==> src/rtl/estl_pkg.sv <==
// Shared types and constants for the event sequence table loader.
`default_nettype none
package estl_pkg;

	localparam int unsigned RAM_ADDR_WIDTH_DEF = 11;
	localparam logic [23:0] ESCAPE_GAP_DEF     = 24'hFF_FFFF;

	localparam int unsigned WORD_W  = 32;
	localparam int unsigned PKT_W   = 16;
	localparam int unsigned ADDR_W  = 12;
	localparam int unsigned GAP_W   = 28;
	localparam int unsigned EVENT_W = 8;

	localparam logic [WORD_W-1:0]  GAP_MAX        = 32'h0FFF_FFFF;
	localparam logic [EVENT_W-1:0] END_CODE_RESET = 8'd127;

	localparam int unsigned QUEUE_DEPTH = 2;

	typedef enum logic [1:0] {
		KIND_ENTRY   = 2'd0,
		KIND_DISABLE = 2'd1,
		KIND_STATUS  = 2'd2
	} kind_t;

	// one classified sequence word
	typedef struct packed {
		logic [WORD_W-1:0] word;
		logic              first;
		logic              last;
		logic              pk_zero;
		logic [PKT_W-1:0]  pk;
		logic              sel;
		logic              esc_match;
	} word_rec_t;

	typedef struct packed {
		logic      valid;
		word_rec_t rec;
	} q_head_t;

endpackage
`default_nettype wire

==> src/rtl/estl_front.sv <==
// Front end: takes input requests and classifies each sequence word.
`default_nettype none
module estl_front
	import estl_pkg::*;
#(
	parameter logic [23:0] ESCAPE_GAP = ESCAPE_GAP_DEF
) (
	input  wire logic              clk,
	input  wire logic              arst_n,
	input  wire logic              in_valid,
	output logic                   in_stall,
	input  wire logic [WORD_W-1:0] seq_word,
	input  wire logic              first_word,
	input  wire logic              last_word,
	input  wire logic [PKT_W-1:0]  packet_number,
	input  wire logic              sequence_select,
	input  wire logic              q_full,
	output logic                   q_push,
	output word_rec_t              q_push_rec
);

	logic      valid_s1;
	word_rec_t rec_s1;
	logic      accept;

	assign q_push     = valid_s1 && !q_full;
	assign in_stall   = valid_s1 && q_full;
	assign accept     = in_valid && !in_stall;
	assign q_push_rec = rec_s1;

	always_ff @(posedge clk or negedge arst_n) begin
		if (!arst_n) begin
			valid_s1 <= 1'b0;
		end else begin
			valid_s1 <= accept || (valid_s1 && !q_push);
		end
	end

	always_ff @(posedge clk) begin
		if (accept) begin
			rec_s1.word      <= seq_word;
			rec_s1.first     <= first_word;
			rec_s1.last      <= last_word;
			rec_s1.pk_zero   <= (packet_number == '0);
			rec_s1.pk        <= packet_number;
			rec_s1.sel       <= sequence_select;
			rec_s1.esc_match <= (seq_word[WORD_W-1:EVENT_W] == ESCAPE_GAP);
		end
	end

endmodule
`default_nettype wire

==> src/rtl/estl_queue.sv <==
// Short queue of classified words between front and back end.
`default_nettype none
module estl_queue
	import estl_pkg::*;
(
	input  wire logic      clk,
	input  wire logic      arst_n,
	input  wire logic      push,
	input  word_rec_t      push_rec,
	output logic           full,
	input  wire logic      pop,
	output q_head_t        head
);

	localparam int unsigned PW = (QUEUE_DEPTH > 1) ? $clog2(QUEUE_DEPTH) : 1;
	localparam int unsigned CW = $clog2(QUEUE_DEPTH + 1);

	word_rec_t         mem_q [QUEUE_DEPTH];
	logic [PW-1:0]     wr_ptr_q;
	logic [PW-1:0]     rd_ptr_q;
	logic [CW-1:0]     count_q;
	logic              do_push;
	logic              do_pop;

	assign full       = (count_q == CW'(QUEUE_DEPTH));
	assign head.valid = (count_q != '0);
	assign head.rec   = mem_q[rd_ptr_q];
	assign do_push    = push && !full;
	assign do_pop     = pop && head.valid;

	always_ff @(posedge clk or negedge arst_n) begin
		if (!arst_n) begin
			wr_ptr_q <= '0;
			rd_ptr_q <= '0;
			count_q  <= '0;
		end else begin
			if (do_push) begin
				wr_ptr_q <= (wr_ptr_q == PW'(QUEUE_DEPTH - 1)) ? '0 : wr_ptr_q + PW'(1);
			end
			if (do_pop) begin
				rd_ptr_q <= (rd_ptr_q == PW'(QUEUE_DEPTH - 1)) ? '0 : rd_ptr_q + PW'(1);
			end
			if (do_push && !do_pop) begin
				count_q <= count_q + CW'(1);
			end else if (do_pop && !do_push) begin
				count_q <= count_q - CW'(1);
			end
		end
	end

	always_ff @(posedge clk) begin
		if (do_push) begin
			mem_q[wr_ptr_q] <= push_rec;
		end
	end

endmodule
`default_nettype wire

==> src/rtl/estl_back.sv <==
// Back end: load state, filler splitting and result output register.
`default_nettype none
module estl_back
	import estl_pkg::*;
#(
	parameter int unsigned RAM_ADDR_WIDTH = RAM_ADDR_WIDTH_DEF
) (
	input  wire logic               clk,
	input  wire logic               arst_n,
	input  wire logic [EVENT_W-1:0] end_code,
	input  q_head_t                 head,
	output logic                    pop,
	output logic                    out_valid,
	input  wire logic               out_stall,
	output logic [1:0]              result_kind,
	output logic [ADDR_W-1:0]       ram_address,
	output logic [GAP_W-1:0]        entry_gap,
	output logic [EVENT_W-1:0]      entry_event,
	output logic                    packet_ok,
	output logic                    table_valid,
	output logic                    last_result
);

	localparam int unsigned CW = RAM_ADDR_WIDTH + 1;
	localparam logic [ADDR_W-1:0] BASE_STEP = ADDR_W'(1 << RAM_ADDR_WIDTH);

	typedef enum logic [3:0] {
		BK_EVAL = 4'b0001,
		BK_EMIT = 4'b0010,
		BK_STAT = 4'b0100,
		BK_FAIL = 4'b1000
	} bk_state_t;

	bk_state_t          state_q, state_n;
	logic               loading_q, loading_n;
	logic               valid_q, valid_n;
	logic [PKT_W-1:0]   exp_q, exp_n;
	logic [CW-1:0]      ent_q, ent_n;
	logic               esc_q, esc_n;
	logic [EVENT_W-1:0] pend_q, pend_n;
	logic               skip_q, skip_n;
	logic [ADDR_W-1:0]  base_q, base_n;
	logic [WORD_W-1:0]  gap_q, gap_n;
	logic [EVENT_W-1:0] ev_q, ev_n;
	logic               lastw_q, lastw_n;

	logic               ov_q;
	kind_t              kind_q;
	logic [ADDR_W-1:0]  addr_q;
	logic [GAP_W-1:0]   rgap_q;
	logic [EVENT_W-1:0] rev_q;
	logic               ok_q, tv_q, rlast_q;

	logic               e_valid;
	kind_t              e_kind;
	logic [ADDR_W-1:0]  e_addr;
	logic [GAP_W-1:0]   e_gap;
	logic [EVENT_W-1:0] e_ev;
	logic               e_ok, e_tv, e_last;

	logic               slot_free;
	logic [31:0]        ent_ext;
	logic [ADDR_W-1:0]  base_new;
	word_rec_t          cur;

	assign slot_free = !ov_q || !out_stall;
	assign ent_ext   = 32'(ent_q);
	assign cur       = head.rec;
	assign base_new  = cur.sel ? BASE_STEP : '0;

	always_comb begin
		logic hdr;
		logic word_go;
		logic eff_esc;

		hdr       = 1'b0;
		word_go   = 1'b0;
		eff_esc   = cur.first ? 1'b0 : esc_q;
		state_n   = state_q;
		loading_n = loading_q;
		valid_n   = valid_q;
		exp_n     = exp_q;
		ent_n     = ent_q;
		esc_n     = esc_q;
		pend_n    = pend_q;
		skip_n    = skip_q;
		base_n    = base_q;
		gap_n     = gap_q;
		ev_n      = ev_q;
		lastw_n   = lastw_q;
		pop       = 1'b0;
		e_valid   = 1'b0;
		e_kind    = KIND_ENTRY;
		e_addr    = '0;
		e_gap     = '0;
		e_ev      = '0;
		e_ok      = 1'b0;
		e_tv      = valid_q;
		e_last    = 1'b0;

		unique case (state_q)
			BK_EVAL: begin
				if (head.valid && slot_free) begin
					pop = 1'b1;
					if (cur.first) begin
						skip_n = 1'b0;
						esc_n  = 1'b0;
					end
					if (cur.first && cur.pk_zero) begin
						// restart: disable the sequence, then handle the word
						hdr       = 1'b1;
						word_go   = 1'b1;
						base_n    = base_new;
						loading_n = 1'b1;
						valid_n   = 1'b0;
						exp_n     = '0;
						ent_n     = '0;
						e_valid   = 1'b1;
						e_kind    = KIND_DISABLE;
						e_addr    = base_new;
						e_tv      = 1'b0;
						e_last    = cur.esc_match && !cur.last;
					end else if (cur.first && (!loading_q || cur.pk != exp_q)) begin
						skip_n  = 1'b1;
						esc_n   = 1'b0;
						e_valid = 1'b1;
						e_kind  = KIND_STATUS;
						e_last  = 1'b1;
					end else if (!cur.first && (skip_q || !loading_q)) begin
						word_go = 1'b0;
					end else begin
						word_go = 1'b1;
					end

					if (word_go) begin
						if (eff_esc) begin
							gap_n   = cur.word;
							ev_n    = pend_q;
							esc_n   = 1'b0;
							lastw_n = cur.last;
							state_n = BK_EMIT;
						end else if (cur.esc_match) begin
							if (!cur.last) begin
								esc_n  = 1'b1;
								pend_n = cur.word[EVENT_W-1:0];
							end else if (hdr) begin
								state_n = BK_FAIL;
							end else begin
								// escape word may not end a packet
								skip_n  = 1'b1;
								esc_n   = 1'b0;
								e_valid = 1'b1;
								e_kind  = KIND_STATUS;
								e_last  = 1'b1;
							end
						end else begin
							gap_n   = {{EVENT_W{1'b0}}, cur.word[WORD_W-1:EVENT_W]};
							ev_n    = cur.word[EVENT_W-1:0];
							lastw_n = cur.last;
							state_n = BK_EMIT;
						end
					end
				end
			end
			BK_EMIT: begin
				if (slot_free) begin
					e_valid = 1'b1;
					if (ent_q[CW-1]) begin
						// table region full
						skip_n  = 1'b1;
						esc_n   = 1'b0;
						e_kind  = KIND_STATUS;
						e_last  = 1'b1;
						state_n = BK_EVAL;
					end else if (gap_q > GAP_MAX) begin
						e_kind = KIND_ENTRY;
						e_addr = base_q + ent_ext[ADDR_W-1:0];
						e_gap  = GAP_MAX[GAP_W-1:0];
						gap_n  = gap_q - GAP_MAX;
						ent_n  = ent_q + CW'(1);
					end else begin
						e_kind = KIND_ENTRY;
						e_addr = base_q + ent_ext[ADDR_W-1:0];
						e_gap  = gap_q[GAP_W-1:0];
						e_ev   = ev_q;
						ent_n  = ent_q + CW'(1);
						if (ev_q == end_code) begin
							loading_n = 1'b0;
							valid_n   = 1'b1;
							skip_n    = 1'b1;
							state_n   = BK_STAT;
						end else if (lastw_q) begin
							exp_n   = exp_q + PKT_W'(1);
							state_n = BK_STAT;
						end else begin
							e_last  = 1'b1;
							state_n = BK_EVAL;
						end
					end
				end
			end
			BK_STAT: begin
				if (slot_free) begin
					e_valid = 1'b1;
					e_kind  = KIND_STATUS;
					e_ok    = 1'b1;
					e_last  = 1'b1;
					state_n = BK_EVAL;
				end
			end
			BK_FAIL: begin
				if (slot_free) begin
					skip_n  = 1'b1;
					esc_n   = 1'b0;
					e_valid = 1'b1;
					e_kind  = KIND_STATUS;
					e_last  = 1'b1;
					state_n = BK_EVAL;
				end
			end
			default: begin
				state_n = BK_EVAL;
			end
		endcase
	end

	always_ff @(posedge clk or negedge arst_n) begin
		if (!arst_n) begin
			state_q   <= BK_EVAL;
			loading_q <= 1'b0;
			valid_q   <= 1'b0;
			exp_q     <= '0;
			ent_q     <= '0;
			esc_q     <= 1'b0;
			pend_q    <= '0;
			skip_q    <= 1'b0;
			base_q    <= '0;
			ov_q      <= 1'b0;
		end else begin
			state_q   <= state_n;
			loading_q <= loading_n;
			valid_q   <= valid_n;
			exp_q     <= exp_n;
			ent_q     <= ent_n;
			esc_q     <= esc_n;
			pend_q    <= pend_n;
			skip_q    <= skip_n;
			base_q    <= base_n;
			if (slot_free) begin
				ov_q <= e_valid;
			end
		end
	end

	always_ff @(posedge clk) begin
		gap_q   <= gap_n;
		ev_q    <= ev_n;
		lastw_q <= lastw_n;
		if (e_valid) begin
			kind_q  <= e_kind;
			addr_q  <= e_addr;
			rgap_q  <= e_gap;
			rev_q   <= e_ev;
			ok_q    <= e_ok;
			tv_q    <= e_tv;
			rlast_q <= e_last;
		end
	end

	assign out_valid   = ov_q;
	assign result_kind = kind_q;
	assign ram_address = addr_q;
	assign entry_gap   = rgap_q;
	assign entry_event = rev_q;
	assign packet_ok   = ok_q;
	assign table_valid = tv_q;
	assign last_result = rlast_q;

endmodule
`default_nettype wire

==> src/rtl/event_sequence_table_loader.sv <==
// A disable result, or a status result decided in BK_EVAL, passes the front register,
// the queue and the back end's output register; a RAM entry result also passes BK_EMIT.
// Back end: a word without entries ends in BK_EVAL; else it emits each RAM entry result
// (fillers included) from BK_EMIT, then any status, and takes no new word meanwhile.
// A 2-deep queue lets the input side take new requests while results are stalled.
// Reset (arst_n low, async): load state and queues cleared, end event code = 127.
`default_nettype none
module event_sequence_table_loader
	import estl_pkg::*;
#(
	parameter int unsigned RAM_ADDR_WIDTH = RAM_ADDR_WIDTH_DEF,
	parameter logic [23:0] ESCAPE_GAP     = ESCAPE_GAP_DEF
) (
	input  wire logic               clk,
	input  wire logic               arst_n,
	input  wire logic               cfg_wr_en,
	input  wire logic [EVENT_W-1:0] cfg_wr_data,
	input  wire logic               in_valid,
	output logic                    in_stall,
	input  wire logic [WORD_W-1:0]  seq_word,
	input  wire logic               first_word,
	input  wire logic               last_word,
	input  wire logic [PKT_W-1:0]   packet_number,
	input  wire logic               sequence_select,
	output logic                    out_valid,
	input  wire logic               out_stall,
	output logic [1:0]              result_kind,
	output logic [ADDR_W-1:0]       ram_address,
	output logic [GAP_W-1:0]        entry_gap,
	output logic [EVENT_W-1:0]      entry_event,
	output logic                    packet_ok,
	output logic                    table_valid,
	output logic                    last_result
);

	logic [EVENT_W-1:0] end_code_q;
	logic               q_full;
	logic               q_push;
	word_rec_t          q_push_rec;
	logic               q_pop;
	q_head_t            q_head;

	always_ff @(posedge clk or negedge arst_n) begin
		if (!arst_n) begin
			end_code_q <= END_CODE_RESET;
		end else if (cfg_wr_en) begin
			end_code_q <= cfg_wr_data;
		end
	end

	estl_front #(
		.ESCAPE_GAP (ESCAPE_GAP)
	) u_front (
		.clk             (clk),
		.arst_n          (arst_n),
		.in_valid        (in_valid),
		.in_stall        (in_stall),
		.seq_word        (seq_word),
		.first_word      (first_word),
		.last_word       (last_word),
		.packet_number   (packet_number),
		.sequence_select (sequence_select),
		.q_full          (q_full),
		.q_push          (q_push),
		.q_push_rec      (q_push_rec)
	);

	estl_queue u_queue (
		.clk      (clk),
		.arst_n   (arst_n),
		.push     (q_push),
		.push_rec (q_push_rec),
		.full     (q_full),
		.pop      (q_pop),
		.head     (q_head)
	);

	estl_back #(
		.RAM_ADDR_WIDTH (RAM_ADDR_WIDTH)
	) u_back (
		.clk         (clk),
		.arst_n      (arst_n),
		.end_code    (end_code_q),
		.head        (q_head),
		.pop         (q_pop),
		.out_valid   (out_valid),
		.out_stall   (out_stall),
		.result_kind (result_kind),
		.ram_address (ram_address),
		.entry_gap   (entry_gap),
		.entry_event (entry_event),
		.packet_ok   (packet_ok),
		.table_valid (table_valid),
		.last_result (last_result)
	);

endmodule
`default_nettype wire

==> config.mk <==
export PLATFORM = sky130hd
export DESIGN_NAME = event_sequence_table_loader
export DESIGN_NICKNAME = d
export VERILOG_FILES = /design/src/rtl/estl_pkg.sv /design/src/rtl/estl_front.sv /design/src/rtl/estl_queue.sv /design/src/rtl/estl_back.sv /design/src/rtl/event_sequence_table_loader.sv
export SDC_FILE = /design/constraint.sdc
export NUM_CORES = 1
export LEC_CHECK = 0
export ABC_AREA = 1
export BUFFER_PORTS_ARGS = -buffer_cell sky130_fd_sc_hd__buf_4
export CAP_MARGIN = 25
export CORE_MARGIN = 8
export CORE_UTILIZATION = 35
export CTS_CLUSTER_DIAMETER = 150
export DETAILED_ROUTE_END_ITERATION = 12
export SETUP_SLACK_MARGIN = 0.2
export SLEW_MARGIN = 20
export SYNTH_ARGS = -nofsm -noshare
export SYNTH_HDL_FRONTEND = slang
export SYNTH_SLANG_ARGS = --single-unit
==> constraint.sdc <==
create_clock -name clk -period 6.6 [get_ports clk]
set_input_delay 1.32 -clock clk [delete_from_list [all_inputs] [get_ports clk]]
set_output_delay 1.32 -clock clk [all_outputs]
set_load 0.02 [all_outputs]
==> run_summary.xml, run 1 <==
<?xml version="1.0" encoding="UTF-8"?>
<metrics>
  <group name="global_route">
    <metric name="global_route.overflow_total" unit="">0</metric>
    <metric name="globalRouteTotalUtil" unit="">0.128</metric>
    <metric name="grt_antenna_before_repair" unit="">2</metric>
    <metric name="grt_start_max_net_pins" unit="">60</metric>
    <metric name="grt_pass1_vias" unit="">8623</metric>
    <metric name="first_pass_grt_wire_length" unit="mm">46.8</metric>
  </group>
  <group name="hold_path">
    <metric name="hold-path-cell-count" unit="">0</metric>
    <metric name="hold_path.class" unit="">reg2reg</metric>
  </group>
  <group name="finish">
    <metric name="finish.cell_count_without_fillers" unit="">1913</metric>
    <metric name="post-route-util" unit="">0.414</metric>
    <metric name="layout.nets" unit="">1440</metric>
    <metric name="area.growth.synth_to_final" unit="%">17.2</metric>
    <metric name="layout.cells.most_common" unit="">nand2_1</metric>
    <metric name="post_route_cells_drive_above_1_share" unit="">0.150</metric>
    <metric name="stdcell_area" unit="um^2">15900</metric>
    <metric name="most-common-layout-cells" unit="">286 x nand2_1, 253 x edfxtp_1, 133 x inv_1</metric>
  </group>
  <group name="synth">
    <metric name="netlist_instances" unit="">1246</metric>
    <metric name="yosys.area.top_type" unit="">edfxtp_1</metric>
    <metric name="synth_cell_types" unit="">50</metric>
    <metric name="synth_warnings" unit="">0</metric>
    <metric name="fraction_of_the_yosys_area_taken_by_sequential_cells" unit="">0.669</metric>
    <metric name="post_synth_instance_area" unit="um^2">13600</metric>
    <metric name="synth_area_per_cell" unit="um^2">10.9</metric>
    <metric name="netlist.area_leader.share" unit="">0.559</metric>
    <metric name="netlist_top_cells_area" unit="">edfxtp_1 56%, dfrtp_1 9.4%, nand2_1 7.9%</metric>
    <metric name="syn_nets" unit="">1314</metric>
    <metric name="ys_seq_elements" unit="">312</metric>
  </group>
  <group name="floorplan">
    <metric name="boundaryPins" unit="">119</metric>
    <metric name="area_of_the_core_region" unit="um^2">38500</metric>
    <metric name="die_w" unit="um">213</metric>
    <metric name="row_count" unit="">72</metric>
    <metric name="design.die.area" unit="um^2">45400</metric>
    <metric name="floorplan.die.height" unit="um">213</metric>
    <metric name="floorplan.initialDensity" unit="">0.353</metric>
  </group>
  <group name="sta">
    <metric name="final-max-slew-violation-count" unit="">0</metric>
    <metric name="final_number_of_hold_violating_endpoints" unit="">0</metric>
    <metric name="tightest_slew" unit="ps">883</metric>
    <metric name="slew-limit-headroom" unit="">0.411</metric>
    <metric name="worst_skew" unit="ps">11.2</metric>
    <metric name="layout_min_cycle_time" unit="ps">3620</metric>
    <metric name="rsz_0062_raised_after_global_routing" unit="">false</metric>
    <metric name="max_clock_freq" unit="MHz">276</metric>
    <metric name="timing.final.setup_violations" unit="">0</metric>
    <metric name="setup_tns" unit="ps">0</metric>
    <metric name="post-route-period-util" unit="">0.549</metric>
  </group>
  <group name="routing">
    <metric name="dr.pass1.iters" unit="">6</metric>
    <metric name="met2_length" unit="mm">12.9</metric>
    <metric name="detailedRoute.firstIterationViolations" unit="">763</metric>
    <metric name="wl_per_instance" unit="um">15.7</metric>
    <metric name="dr_wl_met3" unit="mm">2.15</metric>
    <metric name="drt_drc_violations_left" unit="">0</metric>
    <metric name="top_signal_layer_used" unit="">met4</metric>
    <metric name="drt_wl_total" unit="mm">30.1</metric>
    <metric name="m1WireLength" unit="mm">14.4</metric>
    <metric name="vias" unit="">9143</metric>
    <metric name="route.detailed.vias_per_inst" unit="">4.78</metric>
    <metric name="route.antenna.remaining_nets" unit="">0</metric>
  </group>
  <group name="worst_setup_path">
    <metric name="timing.critical_path.arrival" unit="ps">3800</metric>
    <metric name="critical_path.cell_chain" unit="">buf_4 &gt; nand2_2 &gt; nand2_2 &gt; nor2_4 &gt; buf_4 &gt; inv_1 &gt; nand2_1 &gt; inv_1 &gt; nand2_1 &gt; o2111ai_1 &gt; nand2_1 &gt; o21ai_4 &gt; buf_4</metric>
    <metric name="critPathLaunchType" unit="">flip-flop</metric>
    <metric name="worstSetupPathType" unit="">reg2reg</metric>
    <metric name="crit_path_top_delay_cell" unit="">buf_4</metric>
    <metric name="endpoint_class_of_the_critical_path" unit="">flip-flop</metric>
    <metric name="worst-path-max-fanout" unit="">56</metric>
    <metric name="crit_path_max_incr_delay" unit="ps">610</metric>
    <metric name="worstRegToRegCells" unit="">13</metric>
    <metric name="crit_required" unit="ps">6780</metric>
  </group>
  <group name="clock_tree">
    <metric name="post_cts_resize_count" unit="">0</metric>
    <metric name="postCtsHoldBufs" unit="">0</metric>
    <metric name="ctsLongestPathBuffers" unit="">3</metric>
    <metric name="cts_max_level" unit="">1</metric>
    <metric name="tritoncts" unit="">done</metric>
    <metric name="cts.repair_timing.setup_buffer_count" unit="">0</metric>
    <metric name="worst_skew_pair.late_latency" unit="ps">550</metric>
    <metric name="clk_pin_slew_worst_paths" unit="ps">70</metric>
    <metric name="cts_inserted_buffers" unit="">29</metric>
    <metric name="cts_sinks" unit="">312</metric>
    <metric name="clk_root_buffer_cell" unit="">clkbuf_16</metric>
  </group>
  <group name="power_and_ir_drop">
    <metric name="worst_ir_drop_vdd" unit="V">0.000245</metric>
    <metric name="powerDensity" unit="nW/um^2">476</metric>
    <metric name="leakagePower" unit="nW">6.37</metric>
  </group>
  <group name="placement">
    <metric name="post_dp_cell_area" unit="um^2">15100</metric>
    <metric name="gpl.final_weighted_congestion" unit="">0.883</metric>
    <metric name="dpl.hpwl" unit="mm">22.0</metric>
    <metric name="io_buffer_count" unit="">118</metric>
    <metric name="placedCellCount" unit="">1859</metric>
  </group>
  <group name="status">
    <metric name="outcome" unit="">complete, no violations</metric>
  </group>
  <group name="flow_run">
    <metric name="number_of_max_capacitance_violations_reported" unit="">0</metric>
  </group>
</metrics>
## per-stage QoR
step	setup WS (ps)	power, W	hold slack [ps]
detailed placement	2960	0.00610	430
CTS	2940	0.00766	444
floorplan	771	0.00520	421
global placement	3050	0.00605	425
global route	2630	0.00806	446
finish	2980	0.00758	444
## cell families after synthesis
family	Yosys count	share of synthesized area
xor+xnor	17	0.0110
buf+inv	173	0.0521
mux	29	0.0216
flops	312	0.669
simple gates	527	0.170
fa+ha+maj	4	0.00368
compound gates	184	0.0728
## power by group
| part | internal, W | total [W] | switching, W |
|---|---|---|---|
| logic | 0.000788 | 0.00271 | 0.00192 |
| registers | 0.00306 | 0.00333 | 0.000269 |
| clock network | 0.000848 | 0.00154 | 0.000692 |
| total | 0.00470 | 0.00758 | 0.00288 |
## Yosys cell counts, drive strengths merged
cell type and n:
a31oi 2, xor2 15, a311oi 2, or3 1
mux2i 27, or4 1, a211oi 1, dfstp 8
a21oi 63, a21boi 1, o22a 1, nand4 25
buf 17, mux2 2, o22ai 1, o31ai 8
clkinv 2, dfrtp 51, o21ai 97, nand2 296
nor2 99, nand3 62, o21a 2, nor4 9
inv 139, clkbuf 15, nor3 32, nand3b 2
o2111ai 1, xnor2 2, a32o 1, edfxtp 253
o211ai 4, ha 4
## final cells by class
type,instances,area [um^2]
fill,3693,22500
sequential,312,9080
multi-input combinational,761,3820
timing repair buffer,127,966
clock buffer,38,759
tap,518,648
inverter,141,533
clock inverter,14,101
antenna,2,5.00
## metal layers
metal  global-route usage  vias to the layer above
met4               0.0312                        0
met3               0.0267                       54
li1                     -                     4551
met2                0.194                      289
met1                0.187                     4249
met5                    0                        -
## final timing paths
path / from / end / slack, ps
max in group asynchronous: arst_n / u_queue.rd_ptr_q / 5150
worst min register to register: u_front.q_push_rec[41] / u_queue.mem_q[0][41] / 440
worst max-delay path: u_queue.rd_ptr_q / u_back.entry_gap[21] / 2980
min in group asynchronous: arst_n / u_back.exp_q[8] / 870
worst max register to register: u_queue.rd_ptr_q / u_back.entry_gap[21] / 2980
worst min-delay path: u_front.q_push_rec[41] / u_queue.mem_q[0][41] / 440
## worst max-delay path, delay by kind of cell (launching register included)
kind | cells | cell delay (ps)
buffers and inverters | 5 | 1880
and+or+nand+nor | 6 | 710
AOI/OAI and AO/OA | 2 | 270
DFF | 1 | 360
## state kept, by name, indices dropped and copies added (netlist names), 12 cells and up
name,flops
u_back.ent_q,12
u_back.entry_gap,28
u_back.exp_q,16
u_back.gap_q,32
u_back.ram_address,12
u_front.q_push_rec,53
u_queue.mem_q,106
No activity file was read; power rests on OpenSTA's default activity.
==> run 2: changes to the inputs <==
==> constraint.sdc (replaced) <==
create_clock -name clk -period 3.5 [get_ports clk]
set_input_delay 0.7 -clock clk [delete_from_list [all_inputs] [get_ports clk]]
set_output_delay 0.7 -clock clk [all_outputs]
set_load 0.02 [all_outputs]
==> run_summary.xml, run 2 (synthesis results as in run 1) <==
<?xml version="1.0" encoding="UTF-8"?>
<metrics>
  <group name="global_route">
    <metric name="global_route.overflow_total" unit="">0</metric>
    <metric name="globalRouteTotalUtil" unit="">0.133</metric>
    <metric name="grt_antenna_before_repair" unit="">2</metric>
    <metric name="grt_pass1_vias" unit="">9060</metric>
    <metric name="first_pass_grt_wire_length" unit="mm">48.5</metric>
    <metric name="grt_start_max_net_pins" unit="">60</metric>
  </group>
  <group name="worst_setup_path">
    <metric name="endpoint_class_of_the_critical_path" unit="">flip-flop</metric>
    <metric name="worstRegToRegCells" unit="">8</metric>
    <metric name="timing.rr.end" unit="">u_back.gap_q[17]</metric>
    <metric name="cp_common_cell" unit="">inv_1</metric>
    <metric name="worstSetupPathType" unit="">reg2reg</metric>
    <metric name="critPathLaunchType" unit="">flip-flop</metric>
    <metric name="timing.critical_path.arrival" unit="ps">2900</metric>
    <metric name="crit_required" unit="ps">3790</metric>
    <metric name="crit_path_top_delay_cell" unit="">dfstp_2</metric>
    <metric name="critical_path.cell_chain" unit="">inv_1 &gt; nand3_2 &gt; inv_2 &gt; buf_4 &gt; nor2_1 &gt; inv_1 &gt; o21ai_0 &gt; a31oi_1</metric>
    <metric name="worst-path-max-fanout" unit="">36</metric>
    <metric name="crit_path_max_incr_delay" unit="ps">550</metric>
    <metric name="reg2reg_from" unit="">u_back.state_q[0]</metric>
    <metric name="reg2reg_slack" unit="ps">890</metric>
  </group>
  <group name="clock_tree">
    <metric name="ctsLongestPathBuffers" unit="">3</metric>
    <metric name="post_cts_resize_count" unit="">0</metric>
    <metric name="postCtsHoldBufs" unit="">0</metric>
    <metric name="cts_inserted_buffers" unit="">31</metric>
    <metric name="tritoncts" unit="">done</metric>
    <metric name="cts.repair_timing.setup_buffer_count" unit="">0</metric>
    <metric name="cts_sinks" unit="">312</metric>
    <metric name="cts_max_level" unit="">1</metric>
    <metric name="worst_skew_pair.late_latency" unit="ps">560</metric>
    <metric name="clk_root_buffer_cell" unit="">clkbuf_16</metric>
    <metric name="clk_pin_slew_worst_paths" unit="ps">60</metric>
  </group>
  <group name="sta">
    <metric name="setup_tns" unit="ps">0</metric>
    <metric name="post-route-period-util" unit="">0.744</metric>
    <metric name="worst_skew" unit="ps">16.6</metric>
    <metric name="slew-limit-headroom" unit="">0.456</metric>
    <metric name="timing.final.setup_violations" unit="">0</metric>
    <metric name="max_clock_freq" unit="MHz">384</metric>
    <metric name="rsz_0062_raised_after_global_routing" unit="">false</metric>
    <metric name="layout_min_cycle_time" unit="ps">2610</metric>
    <metric name="final_number_of_hold_violating_endpoints" unit="">0</metric>
    <metric name="final-max-slew-violation-count" unit="">0</metric>
    <metric name="tightest_slew" unit="ps">816</metric>
  </group>
  <group name="placement">
    <metric name="dpl.hpwl" unit="mm">22.4</metric>
    <metric name="gpl.final_weighted_congestion" unit="">0.884</metric>
    <metric name="post_dp_cell_area" unit="um^2">15100</metric>
    <metric name="io_buffer_count" unit="">118</metric>
  </group>
  <group name="flow_run">
    <metric name="number_of_max_capacitance_violations_reported" unit="">0</metric>
  </group>
  <group name="finish">
    <metric name="most-common-layout-cells" unit="">286 x nand2_1, 253 x edfxtp_1, 133 x inv_1</metric>
    <metric name="largest-register" unit="">u_queue.mem_q</metric>
    <metric name="area.growth.synth_to_final" unit="%">19.2</metric>
    <metric name="post_route_cells_drive_above_1_share" unit="">0.160</metric>
    <metric name="regArea" unit="um^2">9080</metric>
    <metric name="multi_input_comb_area" unit="um^2">3820</metric>
    <metric name="stdcell_area" unit="um^2">16200</metric>
    <metric name="layout.nets" unit="">1447</metric>
    <metric name="layout.cells.most_common" unit="">nand2_1</metric>
    <metric name="largest_register_ffs" unit="">106</metric>
    <metric name="filler_cell_count" unit="">3661</metric>
  </group>
  <group name="routing">
    <metric name="drt_wl_total" unit="mm">30.5</metric>
    <metric name="wl_per_instance" unit="um">15.9</metric>
    <metric name="drt_drc_violations_left" unit="">0</metric>
    <metric name="detailedRoute.firstIterationViolations" unit="">585</metric>
    <metric name="route.antenna.remaining_nets" unit="">0</metric>
    <metric name="route.detailed.vias_per_inst" unit="">4.73</metric>
    <metric name="dr.pass1.iters" unit="">5</metric>
    <metric name="vias" unit="">9088</metric>
  </group>
  <group name="floorplan">
    <metric name="row_count" unit="">72</metric>
    <metric name="boundaryPins" unit="">119</metric>
    <metric name="floorplan.die.height" unit="um">213</metric>
    <metric name="design.die.area" unit="um^2">45400</metric>
    <metric name="floorplan.initialDensity" unit="">0.353</metric>
    <metric name="die_w" unit="um">213</metric>
    <metric name="area_of_the_core_region" unit="um^2">38500</metric>
  </group>
  <group name="hold_path">
    <metric name="hold_path.class" unit="">in2async</metric>
  </group>
  <group name="power_and_ir_drop">
    <metric name="power.total" unit="W">0.0150</metric>
    <metric name="powerDensity" unit="nW/um^2">924</metric>
    <metric name="leakagePower" unit="nW">6.50</metric>
    <metric name="worst_ir_drop_vdd" unit="V">0.000596</metric>
  </group>
  <group name="status">
    <metric name="outcome" unit="">complete, no violations</metric>
  </group>
</metrics>
## run 2: how the worst max path moves through the flow
stage                      start               endpoint  slack, ps  cells after the start
3_5_place_dp    u_queue.rd_ptr_q       u_back.gap_q[29]        900                     12
6_report       u_back.state_q[0]       u_back.gap_q[17]        890                      8
5_1_grt         u_queue.rd_ptr_q       u_back.gap_q[17]        560                     12
3_3_place_gp    u_queue.rd_ptr_q       u_back.gap_q[29]        930                     12
4_1_cts         u_queue.rd_ptr_q       u_back.gap_q[22]        870                     12
2_1_floorplan  u_back.state_q[3]  u_back.entry_event[0]        490                      6
## run 2: final cells by class
cell class / instances / area share
diodes: 1 / 0.000155
clock buffers: 33 / 0.0484
clock inverters: 24 / 0.0192
inverters: 141 / 0.0329
multi-input cells: 761 / 0.236
flip-flops and latches: 312 / 0.561
well taps: 518 / 0.0400
repair buffers: 132 / 0.0620
## run 2: metal layers
layer / GRT usage / part of all wire
met1: 0.190 / 0.48
met2: 0.200 / 0.43
met3: 0.0291 / 0.066
met4: 0.0381 / 0.020
met5: 0 / 0.00043
## run 2: where the power goes
part           internal, W  switching, W
clock              0.00214       0.00138
combinational      0.00154       0.00363
sequential         0.00577      0.000503
total              0.00945       0.00552
## run 2: worst max-delay path: cells and delay by family (launching register included)
kind	cells	cell delay, ps
AO/OA/AOI/OAI	2	420
flip-flops	1	550
AND/OR/NAND/NOR	2	620
buffers and inverters	4	720
## run 2: per-stage QoR
stage / setup WS (ps) / instances / hold WS, ps / utilization
final: 894 / 1922 / 241 / 0.421
after global routing: 562 / 1921 / 288 / 0.421
after CTS: 871 / 1921 / 247 / 0.421
after detailed placement: 896 / 1864 / 430 / 0.392
after global placement: 929 / 1864 / 424 / 0.392
after floorplan: 492 / 1246 / 404 / -
